$ cat src/hsl2rgb_pkg.sv
package hsl2rgb_pkg;

  // Fixed-point formats
  localparam int FRAC_BITS    = 12;
  localparam int HUE_SUB_BITS = 6;

  // Port field widths
  localparam int HUE_W  = 15;
  localparam int OFFS_W = 16;
  localparam int FRAC_W = 13;
  localparam int CHAN_W = 8;

  localparam int ONE_FRAC     = 1 << FRAC_BITS;
  localparam int SECTOR_UNITS = 60 << HUE_SUB_BITS;
  localparam int TURN_UNITS   = 6 * SECTOR_UNITS;
  localparam int NUM_SECTORS  = 6;
  localparam int SECTOR_W     = 3;

  // Biased hue sum: hue + offset + two turns, always positive
  localparam int BIAS_W   = HUE_W + 2;
  localparam int HUE_BIAS = 2 * TURN_UNITS;

  // Intermediate widths
  localparam int TRI_W = $clog2(SECTOR_UNITS + 1);
  localparam int LF_W  = FRAC_BITS + 1;
  localparam int C_W   = 2 * FRAC_BITS + 1;
  localparam int D_W   = 2 * FRAC_BITS + 2;
  localparam int P_W   = C_W + TRI_W;
  localparam int Y_W   = D_W + TRI_W + 1;

  // 255 / (2^(2F+1) * 60 * 2^HSB) == 17 / 2^(2F+HSB+3)
  localparam int SCALE_MUL   = 17;
  localparam int SCALE_SHIFT = 2 * FRAC_BITS + HUE_SUB_BITS + 3;
  localparam int CHAN_MAX    = 255;

  // Which component lands on a channel
  typedef enum logic [1:0] {
    SLOT_CHROMA,
    SLOT_SECOND,
    SLOT_ZERO
  } slot_t;

  typedef struct packed {
    slot_t red;
    slot_t green;
    slot_t blue;
  } arrange_t;

  typedef logic [Y_W-1:0] level_t;

  // Channel arrangement per 60-degree sector
  function automatic arrange_t sector_arrange(input logic [SECTOR_W-1:0] sector);
    arrange_t arr;
    case (sector)
      3'd0:    arr = '{SLOT_CHROMA, SLOT_SECOND, SLOT_ZERO};
      3'd1:    arr = '{SLOT_SECOND, SLOT_CHROMA, SLOT_ZERO};
      3'd2:    arr = '{SLOT_ZERO, SLOT_CHROMA, SLOT_SECOND};
      3'd3:    arr = '{SLOT_ZERO, SLOT_SECOND, SLOT_CHROMA};
      3'd4:    arr = '{SLOT_SECOND, SLOT_ZERO, SLOT_CHROMA};
      default: arr = '{SLOT_CHROMA, SLOT_ZERO, SLOT_SECOND};
    endcase
    return arr;
  endfunction

endpackage

$ cat src/hsl2rgb_scale.sv
// Converts a channel level (scaled by 2^(2F+1) * sector width) to 0..255.
module hsl2rgb_scale
  import hsl2rgb_pkg::*;
(
  input  level_t            level,
  output logic [CHAN_W-1:0] chan
);

  localparam int PROD_W = Y_W + 5;
  localparam int VAL_W  = PROD_W - SCALE_SHIFT;

  logic [PROD_W-1:0] prod;
  logic [VAL_W-1:0]  val;

  // level * 17, then drop the fraction
  assign prod = PROD_W'(level) * PROD_W'(SCALE_MUL);
  assign val  = prod[PROD_W-1:SCALE_SHIFT];

  // Exactly 1.0 already gives 255; clamp guards the top code
  assign chan = (val > VAL_W'(CHAN_MAX)) ? CHAN_W'(CHAN_MAX) : val[CHAN_W-1:0];

endmodule

$ cat src/hsl_to_rgb_converter.sv
// HSLA to RGBA color converter. Hue is in 1/64 degree units and is offset by a
// signed hue_offset, then wrapped into one turn; saturation, luminance and
// opacity carry 12 fraction bits (4096 is 1.0, larger values clamp to 1.0).
// Each channel is the exact HSL result times 255, truncated. The block takes
// one beat per clock while in_stall is low and passes it through the six
// register stages of the datapath (input, hue wrap, sector/chroma,
// hue-triangle multiply, level sums, output); the input stage loads at the
// accepting edge. Each stage holds its beat only while everything ahead of it
// is full and out_stall is high, so bubbles squeeze out and a stall loses or
// repeats nothing.
module hsl_to_rgb_converter
  import hsl2rgb_pkg::*;
(
  input  logic                     clk,
  input  logic                     rst_n,
  input  logic                     in_valid,
  output logic                     in_stall,
  input  logic [HUE_W-1:0]         in_hue,
  input  logic signed [OFFS_W-1:0] in_hue_offset,
  input  logic [FRAC_W-1:0]        in_saturation,
  input  logic [FRAC_W-1:0]        in_luminance,
  input  logic [FRAC_W-1:0]        in_opacity,
  output logic                     out_valid,
  input  logic                     out_stall,
  output logic [CHAN_W-1:0]        out_red,
  output logic [CHAN_W-1:0]        out_green,
  output logic [CHAN_W-1:0]        out_blue,
  output logic [CHAN_W-1:0]        out_alpha_out
);

  localparam int ALPHA_PROD_W = FRAC_W + CHAN_W;

  function automatic logic [FRAC_W-1:0] sat_frac(input logic [FRAC_W-1:0] v);
    return (v > FRAC_W'(ONE_FRAC)) ? FRAC_W'(ONE_FRAC) : v;
  endfunction

  function automatic logic [CHAN_W-1:0] pick(input slot_t slot,
                                             input logic [CHAN_W-1:0] vc,
                                             input logic [CHAN_W-1:0] vx,
                                             input logic [CHAN_W-1:0] vz);
    logic [CHAN_W-1:0] v;
    case (slot)
      SLOT_CHROMA: v = vc;
      SLOT_SECOND: v = vx;
      default:     v = vz;
    endcase
    return v;
  endfunction

  // ---------------------------------------------------------------- flow control
  logic s1_valid_r, s2_valid_r, s3_valid_r, s4_valid_r, s5_valid_r, out_valid_r;
  logic rdy1, rdy2, rdy3, rdy4, rdy5, rdy6;

  assign rdy6 = !out_valid_r || !out_stall;
  assign rdy5 = !s5_valid_r || rdy6;
  assign rdy4 = !s4_valid_r || rdy5;
  assign rdy3 = !s3_valid_r || rdy4;
  assign rdy2 = !s2_valid_r || rdy3;
  assign rdy1 = !s1_valid_r || rdy2;

  assign in_stall  = !rdy1;
  assign out_valid = out_valid_r;

  always_ff @(posedge clk) begin
    if (!rst_n) begin
      s1_valid_r  <= 1'b0;
      s2_valid_r  <= 1'b0;
      s3_valid_r  <= 1'b0;
      s4_valid_r  <= 1'b0;
      s5_valid_r  <= 1'b0;
      out_valid_r <= 1'b0;
    end else begin
      if (rdy1) s1_valid_r  <= in_valid;
      if (rdy2) s2_valid_r  <= s1_valid_r;
      if (rdy3) s3_valid_r  <= s2_valid_r;
      if (rdy4) s4_valid_r  <= s3_valid_r;
      if (rdy5) s5_valid_r  <= s4_valid_r;
      if (rdy6) out_valid_r <= s5_valid_r;
    end
  end

  // ---------------------------------------------------------------- stage 1
  // Biased hue sum (mod 2^BIAS_W arithmetic lands positive), clamp fractions
  logic [BIAS_W-1:0] s1_bias_r, s1_bias_nxt;
  logic [FRAC_W-1:0] s1_sat_r, s1_lum_r, s1_opa_r;

  assign s1_bias_nxt = BIAS_W'(in_hue) + BIAS_W'(in_hue_offset) + BIAS_W'(HUE_BIAS);

  always_ff @(posedge clk) begin
    if (rdy1) begin
      s1_bias_r <= s1_bias_nxt;
      s1_sat_r  <= sat_frac(in_saturation);
      s1_lum_r  <= sat_frac(in_luminance);
      s1_opa_r  <= sat_frac(in_opacity);
    end
  end

  // ---------------------------------------------------------------- stage 2
  // Wrap hue into one turn; 1 - |2L - 1|; alpha scaling
  logic [HUE_W-1:0]        s2_hue_r, s2_hue_nxt;
  logic [LF_W-1:0]         s2_lf_r, s2_lf_nxt;
  logic [FRAC_W-1:0]       s2_sat_r, s2_lum_r;
  logic [CHAN_W-1:0]       s2_alpha_r, s2_alpha_nxt;
  logic [FRAC_W:0]         lum2;
  logic [ALPHA_PROD_W-1:0] alpha_prod;
  logic [ALPHA_PROD_W-FRAC_BITS-1:0] alpha_val;

  always_comb begin
    if (s1_bias_r >= BIAS_W'(4 * TURN_UNITS)) begin
      s2_hue_nxt = HUE_W'(s1_bias_r - BIAS_W'(4 * TURN_UNITS));
    end else if (s1_bias_r >= BIAS_W'(3 * TURN_UNITS)) begin
      s2_hue_nxt = HUE_W'(s1_bias_r - BIAS_W'(3 * TURN_UNITS));
    end else if (s1_bias_r >= BIAS_W'(2 * TURN_UNITS)) begin
      s2_hue_nxt = HUE_W'(s1_bias_r - BIAS_W'(2 * TURN_UNITS));
    end else if (s1_bias_r >= BIAS_W'(TURN_UNITS)) begin
      s2_hue_nxt = HUE_W'(s1_bias_r - BIAS_W'(TURN_UNITS));
    end else begin
      s2_hue_nxt = HUE_W'(s1_bias_r);
    end
  end

  assign lum2 = {s1_lum_r, 1'b0};
  assign s2_lf_nxt = (s1_lum_r <= FRAC_W'(ONE_FRAC / 2)) ? LF_W'(lum2)
                                                         : LF_W'((FRAC_W+1)'(2 * ONE_FRAC) - lum2);

  assign alpha_prod   = ALPHA_PROD_W'(s1_opa_r) * ALPHA_PROD_W'(CHAN_MAX);
  assign alpha_val    = alpha_prod[ALPHA_PROD_W-1:FRAC_BITS];
  assign s2_alpha_nxt = (alpha_val > (ALPHA_PROD_W-FRAC_BITS)'(CHAN_MAX)) ? CHAN_W'(CHAN_MAX)
                                                                       : alpha_val[CHAN_W-1:0];

  always_ff @(posedge clk) begin
    if (rdy2) begin
      s2_hue_r   <= s2_hue_nxt;
      s2_lf_r    <= s2_lf_nxt;
      s2_sat_r   <= s1_sat_r;
      s2_lum_r   <= s1_lum_r;
      s2_alpha_r <= s2_alpha_nxt;
    end
  end

  // ---------------------------------------------------------------- stage 3
  // Sector, hue triangle within the double sector, chroma
  logic [SECTOR_W-1:0] s3_sector_r, s3_sector_nxt;
  logic [TRI_W-1:0]    s3_tri_r, s3_tri_nxt;
  logic [C_W-1:0]      s3_chroma_r, s3_chroma_nxt;
  logic [FRAC_W-1:0]   s3_lum_r;
  logic [CHAN_W-1:0]   s3_alpha_r;
  logic [HUE_W-1:0]    sec_base;
  logic [TRI_W-1:0]    sec_rem;

  always_comb begin
    if (s2_hue_r >= HUE_W'(5 * SECTOR_UNITS)) begin
      s3_sector_nxt = SECTOR_W'(5);
      sec_base      = HUE_W'(5 * SECTOR_UNITS);
    end else if (s2_hue_r >= HUE_W'(4 * SECTOR_UNITS)) begin
      s3_sector_nxt = SECTOR_W'(4);
      sec_base      = HUE_W'(4 * SECTOR_UNITS);
    end else if (s2_hue_r >= HUE_W'(3 * SECTOR_UNITS)) begin
      s3_sector_nxt = SECTOR_W'(3);
      sec_base      = HUE_W'(3 * SECTOR_UNITS);
    end else if (s2_hue_r >= HUE_W'(2 * SECTOR_UNITS)) begin
      s3_sector_nxt = SECTOR_W'(2);
      sec_base      = HUE_W'(2 * SECTOR_UNITS);
    end else if (s2_hue_r >= HUE_W'(SECTOR_UNITS)) begin
      s3_sector_nxt = SECTOR_W'(1);
      sec_base      = HUE_W'(SECTOR_UNITS);
    end else begin
      s3_sector_nxt = SECTOR_W'(0);
      sec_base      = '0;
    end
  end

  // Rising edge in even sectors, falling in odd ones
  assign sec_rem       = TRI_W'(s2_hue_r - sec_base);
  assign s3_tri_nxt    = s3_sector_nxt[0] ? TRI_W'(SECTOR_UNITS) - sec_rem : sec_rem;
  assign s3_chroma_nxt = C_W'((2 * LF_W)'(s2_lf_r) * (2 * LF_W)'(s2_sat_r));

  always_ff @(posedge clk) begin
    if (rdy3) begin
      s3_sector_r <= s3_sector_nxt;
      s3_tri_r    <= s3_tri_nxt;
      s3_chroma_r <= s3_chroma_nxt;
      s3_lum_r    <= s2_lum_r;
      s3_alpha_r  <= s2_alpha_r;
    end
  end

  // ---------------------------------------------------------------- stage 4
  // Chroma times triangle; d = 2L - C (both scaled by 2^(2F))
  logic [P_W-1:0]      s4_prod_r, s4_prod_nxt;
  logic [D_W-1:0]      s4_dif_r, s4_dif_nxt;
  logic [C_W-1:0]      s4_chroma_r;
  logic [SECTOR_W-1:0] s4_sector_r;
  logic [CHAN_W-1:0]   s4_alpha_r;

  assign s4_prod_nxt = P_W'(s3_chroma_r) * P_W'(s3_tri_r);
  assign s4_dif_nxt  = (D_W'(s3_lum_r) << (FRAC_BITS + 1)) - D_W'(s3_chroma_r);

  always_ff @(posedge clk) begin
    if (rdy4) begin
      s4_prod_r   <= s4_prod_nxt;
      s4_dif_r    <= s4_dif_nxt;
      s4_chroma_r <= s3_chroma_r;
      s4_sector_r <= s3_sector_r;
      s4_alpha_r  <= s3_alpha_r;
    end
  end

  // ---------------------------------------------------------------- stage 5
  // Component + m over the common denominator 2^(2F+1) * sector width
  level_t              s5_yc_r, s5_yx_r, s5_yz_r;
  level_t              s5_yc_nxt, s5_yx_nxt, s5_yz_nxt;
  logic [SECTOR_W-1:0] s5_sector_r;
  logic [CHAN_W-1:0]   s5_alpha_r;

  assign s5_yz_nxt = Y_W'(s4_dif_r) * Y_W'(SECTOR_UNITS);
  assign s5_yc_nxt = (Y_W'(s4_dif_r) + (Y_W'(s4_chroma_r) << 1)) * Y_W'(SECTOR_UNITS);
  assign s5_yx_nxt = s5_yz_nxt + (Y_W'(s4_prod_r) << 1);

  always_ff @(posedge clk) begin
    if (rdy5) begin
      s5_yc_r     <= s5_yc_nxt;
      s5_yx_r     <= s5_yx_nxt;
      s5_yz_r     <= s5_yz_nxt;
      s5_sector_r <= s4_sector_r;
      s5_alpha_r  <= s4_alpha_r;
    end
  end

  // ---------------------------------------------------------------- stage 6
  // Scale to 8 bits, route by sector into the output register
  logic [CHAN_W-1:0] chan_c, chan_x, chan_z;
  logic [CHAN_W-1:0] out_red_r, out_green_r, out_blue_r, out_alpha_r;
  arrange_t          arr;

  hsl2rgb_scale u_scale_c (.level(s5_yc_r), .chan(chan_c));
  hsl2rgb_scale u_scale_x (.level(s5_yx_r), .chan(chan_x));
  hsl2rgb_scale u_scale_z (.level(s5_yz_r), .chan(chan_z));

  assign arr = sector_arrange(s5_sector_r);

  always_ff @(posedge clk) begin
    if (rdy6) begin
      out_red_r   <= pick(arr.red, chan_c, chan_x, chan_z);
      out_green_r <= pick(arr.green, chan_c, chan_x, chan_z);
      out_blue_r  <= pick(arr.blue, chan_c, chan_x, chan_z);
      out_alpha_r <= s5_alpha_r;
    end
  end

  assign out_red       = out_red_r;
  assign out_green     = out_green_r;
  assign out_blue      = out_blue_r;
  assign out_alpha_out = out_alpha_r;

endmodule

$ cat config.mk
export PLATFORM = sky130hd
export DESIGN_NAME = hsl_to_rgb_converter
export DESIGN_NICKNAME = d
export VERILOG_FILES = /design/src/hsl2rgb_pkg.sv /design/src/hsl2rgb_scale.sv /design/src/hsl_to_rgb_converter.sv
export SDC_FILE = /design/constraint.sdc
export NUM_CORES = 2
export LEC_CHECK = 0
export ABC_CLOCK_PERIOD_IN_PS = 6800
export BUFFER_PORTS_ARGS = -buffer_cell sky130_fd_sc_hd__buf_2
export CAP_MARGIN = 20
export CORE_MARGIN = 2
export CORE_UTILIZATION = 60
export CTS_CLUSTER_SIZE = 24
export DETAILED_ROUTE_END_ITERATION = 6
export GPL_TIMING_DRIVEN = 0
export HOLD_SLACK_MARGIN = 0.15
export PLACE_DENSITY_LB_ADDON = 0.2
export SLEW_MARGIN = 0
export SYNTH_ARGS = -nofsm -noshare
export SYNTH_HDL_FRONTEND = slang
export SYNTH_SLANG_ARGS = --single-unit
$ cat constraint.sdc
create_clock -name clk -period 6.8 [get_ports clk]
set_clock_uncertainty 0.1 [all_clocks]
set_input_delay 0.68 -clock clk [delete_from_list [all_inputs] [get_ports clk]]
set_output_delay 0.68 -clock clk [all_outputs]
set_load 0.05 [all_outputs]
Word-level counts from Yosys, hierarchy flattened --
Cells that the tools add are included.
Word-level totals: input bits 74, logic and storage cells 122, bits in registers 427
Operators by class: reductions and logical operators 19, $mul 8, add/subtract/negate cells 12, magnitude comparators 17, mux-type cells 23, eq/ne operators 7
Operators with widths (number):
- $mux W12 | 6
- $mux W15 | 4
- $pmux W8 S2 | 3
- $mul A39 B5 Y44 const B | 1
- $add A38 B38 Y39 | 1
- $gt A13 B13 Y1 const B | 3
- $mul A25 B12 Y37 | 1
- $mul A31 B5 Y36 const B | 1
- $mul A30 B5 Y35 const B | 1
- $ge A17 B17 Y1 const B | 2
- $gt A11 B8 Y1 const B | 3
- $mul A27 B4 Y31 const B | 1
- $ge A15 B14 Y1 const B | 2
- $mul A26 B4 Y30 const B | 1
- $pmux W6 S5 | 1
- $sub A15 B15 Y15 const B | 2
- $add A26 B26 Y27 | 1
- $sub A26 B25 Y26 | 1
- $mul A13 B13 Y25 | 1
- $mux W8 | 3
- $mul A13 B8 Y21 const B | 1
- $add A16 B16 Y17 | 1
- $add A17 B16 Y17 const B | 1
- $ge A17 B15 Y1 const B | 1
- other kinds (23) | 43

Longest topological paths before layout --
word-level depth 9, depth in mapped cells 27

By module --
A second synthesis with hierarchy kept.
Second synthesis, totals: cells, all modules 4423, area total of the unflattened synthesis 44976.9 µm²
Modules (own cells, without submodules):
- hsl_to_rgb_converter | cells an instance 3763, times used 1, seq. area each 12401.9 µm², area each 39733.1 µm²
- hsl2rgb_scale | cells an instance 220, times used 3, seq. area each 0.0 µm², area each 1747.9 µm²

Least setup slack after synthesis --
OpenSTA, ideal clock, no wires.
path type register to register, start point register s3_chroma_r[8], end point register s4_prod_r[36], data pin, arrival 5.797 ns, clock period less this slack 6.156 ns, setup slack 0.644 ns, library setup time 0.259 ns, stages on the path, launching flop included 24, path through edfxtp_1 > clkbuf_1 > clkbuf_1 > nand2_1 > fa_1 > fa_1 > fa_1 > inv_1 > fa_1 > inv_1 > fa_1 > inv_1 > ha_1 > a2111oi_0 > o211ai_1 > nand2_1 > a21oi_1 > a221oi_2 > o211a_1 > nor3_1 > a211oi_1 > o21ai_1 > a21oi_1 > xnor2_1
Between the ends: longest elaborated chain between the ends 1
RTL lines:
- from (decl) | line hsl_to_rgb_converter.sv:145 | logic [C_W-1:0] s3_chroma_r, s3_chroma_nxt;
- from (signal assigned) | line hsl_to_rgb_converter.sv:182 | s3_chroma_r <= s3_chroma_nxt;
- $mul A25 B12 Y37 | line hsl_to_rgb_converter.sv:196 | assign s4_prod_nxt = P_W'(s3_chroma_r) * P_W'(s3_tri_r);
- net s4_prod_nxt[36] | line hsl_to_rgb_converter.sv:190 | logic [P_W-1:0] s4_prod_r, s4_prod_nxt;
- to (signal assigned) | line hsl_to_rgb_converter.sv:201 | s4_prod_r <= s4_prod_nxt;
- to (decl) | line hsl_to_rgb_converter.sv:190
The timed path passes the listed nets, and every way through them passes these cells. A chain may end at the register's enable or synchronous reset.

Final worst setup path --
start point register s3_tri_r[8], end point register s4_prod_r[34], data pin
Between the ends: longest elaborated chain between the ends 1
RTL lines:
- from (decl) | line hsl_to_rgb_converter.sv:144 | logic [TRI_W-1:0] s3_tri_r, s3_tri_nxt;
- from (signal assigned) | line hsl_to_rgb_converter.sv:181 | s3_tri_r <= s3_tri_nxt;
- $mul A25 B12 Y37 | line hsl_to_rgb_converter.sv:196
- net s4_prod_nxt[34] | line hsl_to_rgb_converter.sv:190
The timed path passes the listed nets, and every way through them passes these cells.

==> summary.txt <==
Outcome
  – Outcome: finished clean

Floorplan
  – Initial Util: 60.8%
  – Die X: 271 um
  – Die Y: 271 um
  – Row Count: 97
  – Die area: 73500 um2
  – CORE AREA: 70400 um2
  – Io pins: 108

Global routing
  – GR Overflow Total: 0
  – GRT busiest layer: met2
  – Vias in the first global route: 29695
  – Gr usage total: 25.2%
  – First-pass GRT wire length: 150000 um
  – Met1 usage: 32.8%
  – Pin count of the biggest net entering global routing: 79
  – Routing usage on met2: 43.6%
  – GRT met3 Usage: 3.18%
  – Antenna violations before repair: 3

STA
  – Tcrit/Tclk final: 98.1%
  – Max Transition Viols Final: 0
  – F_max: 150 MHz
  – Fin crit period: 6.67 ns
  – RSZ-0062 raised after global routing: yes
  – Post-route setup TNS: 0 ns
  – Least-Margin Pin Slew: 0.904 ns
  – Setup Viol. Count Final: 0
  – PnR worst setup slack: 0.129 ns
  – Rel. slew slack: 39.0%
  – Final Hold Fails: 0

Place
  – Gpl congestion: 0.933
  – Port buffer count: 107
  – Dpl ws: -0.366 ns
  – Dpl hpwl: 73800 um
  – Dpl cells: 5180
  – Placed inst area: 44700 um2

Synthesis
  – Synth warn: 0
  – Yosys top cell area share: 28.7%
  – Count of state elements after synthesis: 415
  – Mapped Nets: 5201
  – Compound-Gate Fraction of Synth Area: 10.3%
  – Synth Area in XOR/XNOR: 4.64%
  – Adder-cell area share of the yosys netlist: 37.6%
  – Area share of and/or/nand/nor cells after synthesis: 11.2%
  – EDFF count, synth: 409
  – Syn avg cell area: 10.4 um2
  – Synth top area cells: edfxtp_1 29%, fa_1 23%, ha_1 15%
  – Post-Syn Instances: 4128
  – Top_reg_cell synth: edfxtp_1
  – Post-synthesis mux area share: 0.242%
  – Yosys top cell by area: edfxtp_1
  – Largest family of logic cells by synthesized area: adder cells
  – Post-synth cell types: 81
  – Mapped Area: 42800 um2
  – Fraction of registers with async set/reset: 0%
  – Seq/Total Area, Yosys: 29.0%

Layout
  – FILL cells: 5564
  – Multi-input logic area: 27500 um2
  – Area grow syn2layout: 8.82%
  – Seq. cell area: 12400 um2
  – Fin area: 46600 um2
  – Antenna diodes: 0
  – Final Instance Count excl. Fillers: 5292
  – Fin nets: 5386
  – Layout cell share with drive strength beyond 1: 7.12%

CTS
  – Worst skew pair latency: 0.59 ns
  – CTS tree: built
  – Clock Tree Root: clkbuf_16
  – Clock Tree Buf Depth: 3
  – Num CTS Buffers: 48
  – Clock Sinks: 415
  – Clock transition at path regs: 0.06 ns
  – Htree depth: 2

Setup path
  – CP max stage cell: edfxtp_1
  – R2R Setup Slk: 0.13 ns
  – R2R Path End: s4_prod_r[34]
  – Worst setup EP type: flop
  – Critical setup path kind: flop to flop
  – Worst EP required: 7.10 ns
  – CP Launch Type: flop
  – Max stage delay on crit path: 0.59 ns
  – WP data arrival: 6.98 ns
  – End point of the critical path: s4_prod_r[34]
  – Cell count of the worst reg-to-reg path: 24
  – R2r startpoint: s3_tri_r[8]
  – CP startpoint: s3_tri_r[8]
  – CP Cell Sequence: buf_2 -> and2_1 -> fa_1 -> ha_1 -> inv_1 -> fa_1 -> inv_1 -> fa_1 -> inv_1 -> fa_1 -> inv_1 -> ha_1 -> a2111oi_1 -> o211ai_1 -> nand2_1 -> a21oi_1 -> a221oi_2 -> buf_4 -> o211a_1 -> nor3_4 -> a21oi_1 -> nor2_1 -> a41o_1 -> a211oi_2
  – Maximum fanout along the worst path: 10

Drt
  – DRC viols: 0
  – Wire length per cell: 16.9 um
  – Detail Route Antenna Nets: 0
  – DRT iter0 DRCs: 1557
  – Routed WL: 89400 um
  – Vias/cell: 5.48
  – Vias: 28992
  – Drt pass-1 iters: 5

Worst hold path
  – Worst Hold Class: input port to flop

Run
  – Max cap viols: 0
-- metrics by stage --
stage / utilization [%] / hold slack, ns
after global placement: 63.3 / 0.300
final: 66.2 / 0.203
after CTS: 65.8 / 0.160
after detailed placement: 63.5 / 0.305
after floorplan: - / 0.300
after global routing: 66.2 / 0.197
-- how the worst min path moves through the flow --
stage	startpoint	to	slack (ns)	cells past startpoint
floorplan	s5_alpha_r[0]	out_alpha_out[0]	0.30	0
global placement	s1_sat_r[7]	s2_sat_r[7]	0.30	0
detailed placement	s5_alpha_r[4]	out_alpha_out[4]	0.30	0
CTS	in_valid	s1_valid_r	0.16	2
global route	in_valid	s1_valid_r	0.20	2
finish	in_valid	s1_valid_r	0.20	2
-- worst max-delay path: cells and delay by family (launching register included) --
kind,cells,cell delay [ns]
buffers and inverters,6,0.75
AO/OA/AOI/OAI,8,1.94
flip-flops,1,0.59
AND/OR/NAND/NOR,4,0.48
adder cells (fa/ha/maj),6,2.62
-- sequential cells by signal, indices dropped and copies added, names as in the netlist, 12 cells and up --
register     cells
s4_chroma_r     23
s3_lum_r        13
s2_sat_r        13
s2_lum_r        12
s5_yc_r         29
s1_bias_r       17
s4_prod_r       36
s5_yz_r         29
s1_sat_r        13
s3_chroma_r     24
s2_lf_r         12
s1_lum_r        13
s1_opa_r        13
s5_yx_r         37
s4_dif_r        25
s2_hue_r        15
s3_tri_r        12
-- cells by family after synthesis --
family	count (synthesis)
AOI/OAI and AO/OA	671
xor gates and xnor gates	227
DFF	415
muxes	10
and+or+nand+nor	1001
adders and majority gates	999
buffers and inverters	805
-- cell usage after synthesis (11+ instances only) --
| library cell | number |
|---|---|
| nor2_1 | 137 |
| a21oi_1 | 219 |
| xor2_1 | 62 |
| and2_1 | 155 |
| nor2b_1 | 68 |
| o21ai_0 | 100 |
| nand2_1 | 422 |
| a31oi_1 | 14 |
| a21o_1 | 86 |
| a211oi_1 | 30 |
| nand4_1 | 19 |
| clkbuf_1 | 95 |
| nor3_1 | 55 |
| fa_1 | 482 |
| or3_1 | 21 |
| o21ai_1 | 16 |
| ha_1 | 517 |
| nand3_1 | 36 |
| o21bai_1 | 34 |
| o211ai_1 | 15 |
| or2_2 | 11 |
| xnor2_1 | 165 |
| o21a_1 | 37 |
| and3_1 | 12 |
| edfxtp_1 | 409 |
| o31ai_1 | 17 |
| nand2b_1 | 31 |
| inv_1 | 709 |
-- cell usage in the layout, fill, tap and decap left out, drive strengths merged, types with 6 or more instances in the layout --
master    netlist  layout
or4             7       7
o41ai           9       9
nor2b          68      68
clkinvlp        0       6
buf             1     145
nor3           55      55
or2            15      15
and2          155     155
clkbuf         95     142
nand2         422     422
and3           12      12
o21ai         118     118
a31oi          15      15
nand3          36      36
a41o            8       8
nor3b           6       6
edfxtp        409     409
clkinv          0      19
nand4          19      19
mux2i           7       7
o211ai         15      15
or3            22      22
ha            517     517
fa            482     482
dfxtp           6       6
nor2          138     138
a21oi         223     223
o21bai         34      34
xnor2         165     165
nand2b         31      31
a211oi         31      31
xor2           62      62
inv           709     713
o31ai          19      19
o31a            7       7
o21a           37      37
a21o           86      86
-- timing repair --
action / CTS / global route
setup endpoints to repair: 8 / 16
hold buffers: 0 / 0
resized for setup: 19 / 54
buffers inserted: 3 / 23
endpoints found under the hold margin: 0 / 0
pin swaps: 1 / 0
-- metal layers --
metal	up-vias	routed length (um)	share of wire [%]
li1	14115	-	-
met1	14011	38300	43
met2	689	43400	49
met3	175	4230	4.7
met4	2	3460	3.9
met5	-	13	0.015
-- layout make-up --
type                            count  share of cell area, %
Inverter                          709                   5.72
Timing Repair Buffer              139                   1.85
Multi-Input combinational cell   2908                   59.0
Clock inverter                     33                  0.738
Buffer                             92                  0.856
Tap cell                          940                   2.52
Clock buffer                       56                   2.71
Sequential cell                   415                   26.6
Power is not shown: default switching activity piles up to over one toggle a cycle in this logic, so the estimate is an artifact.
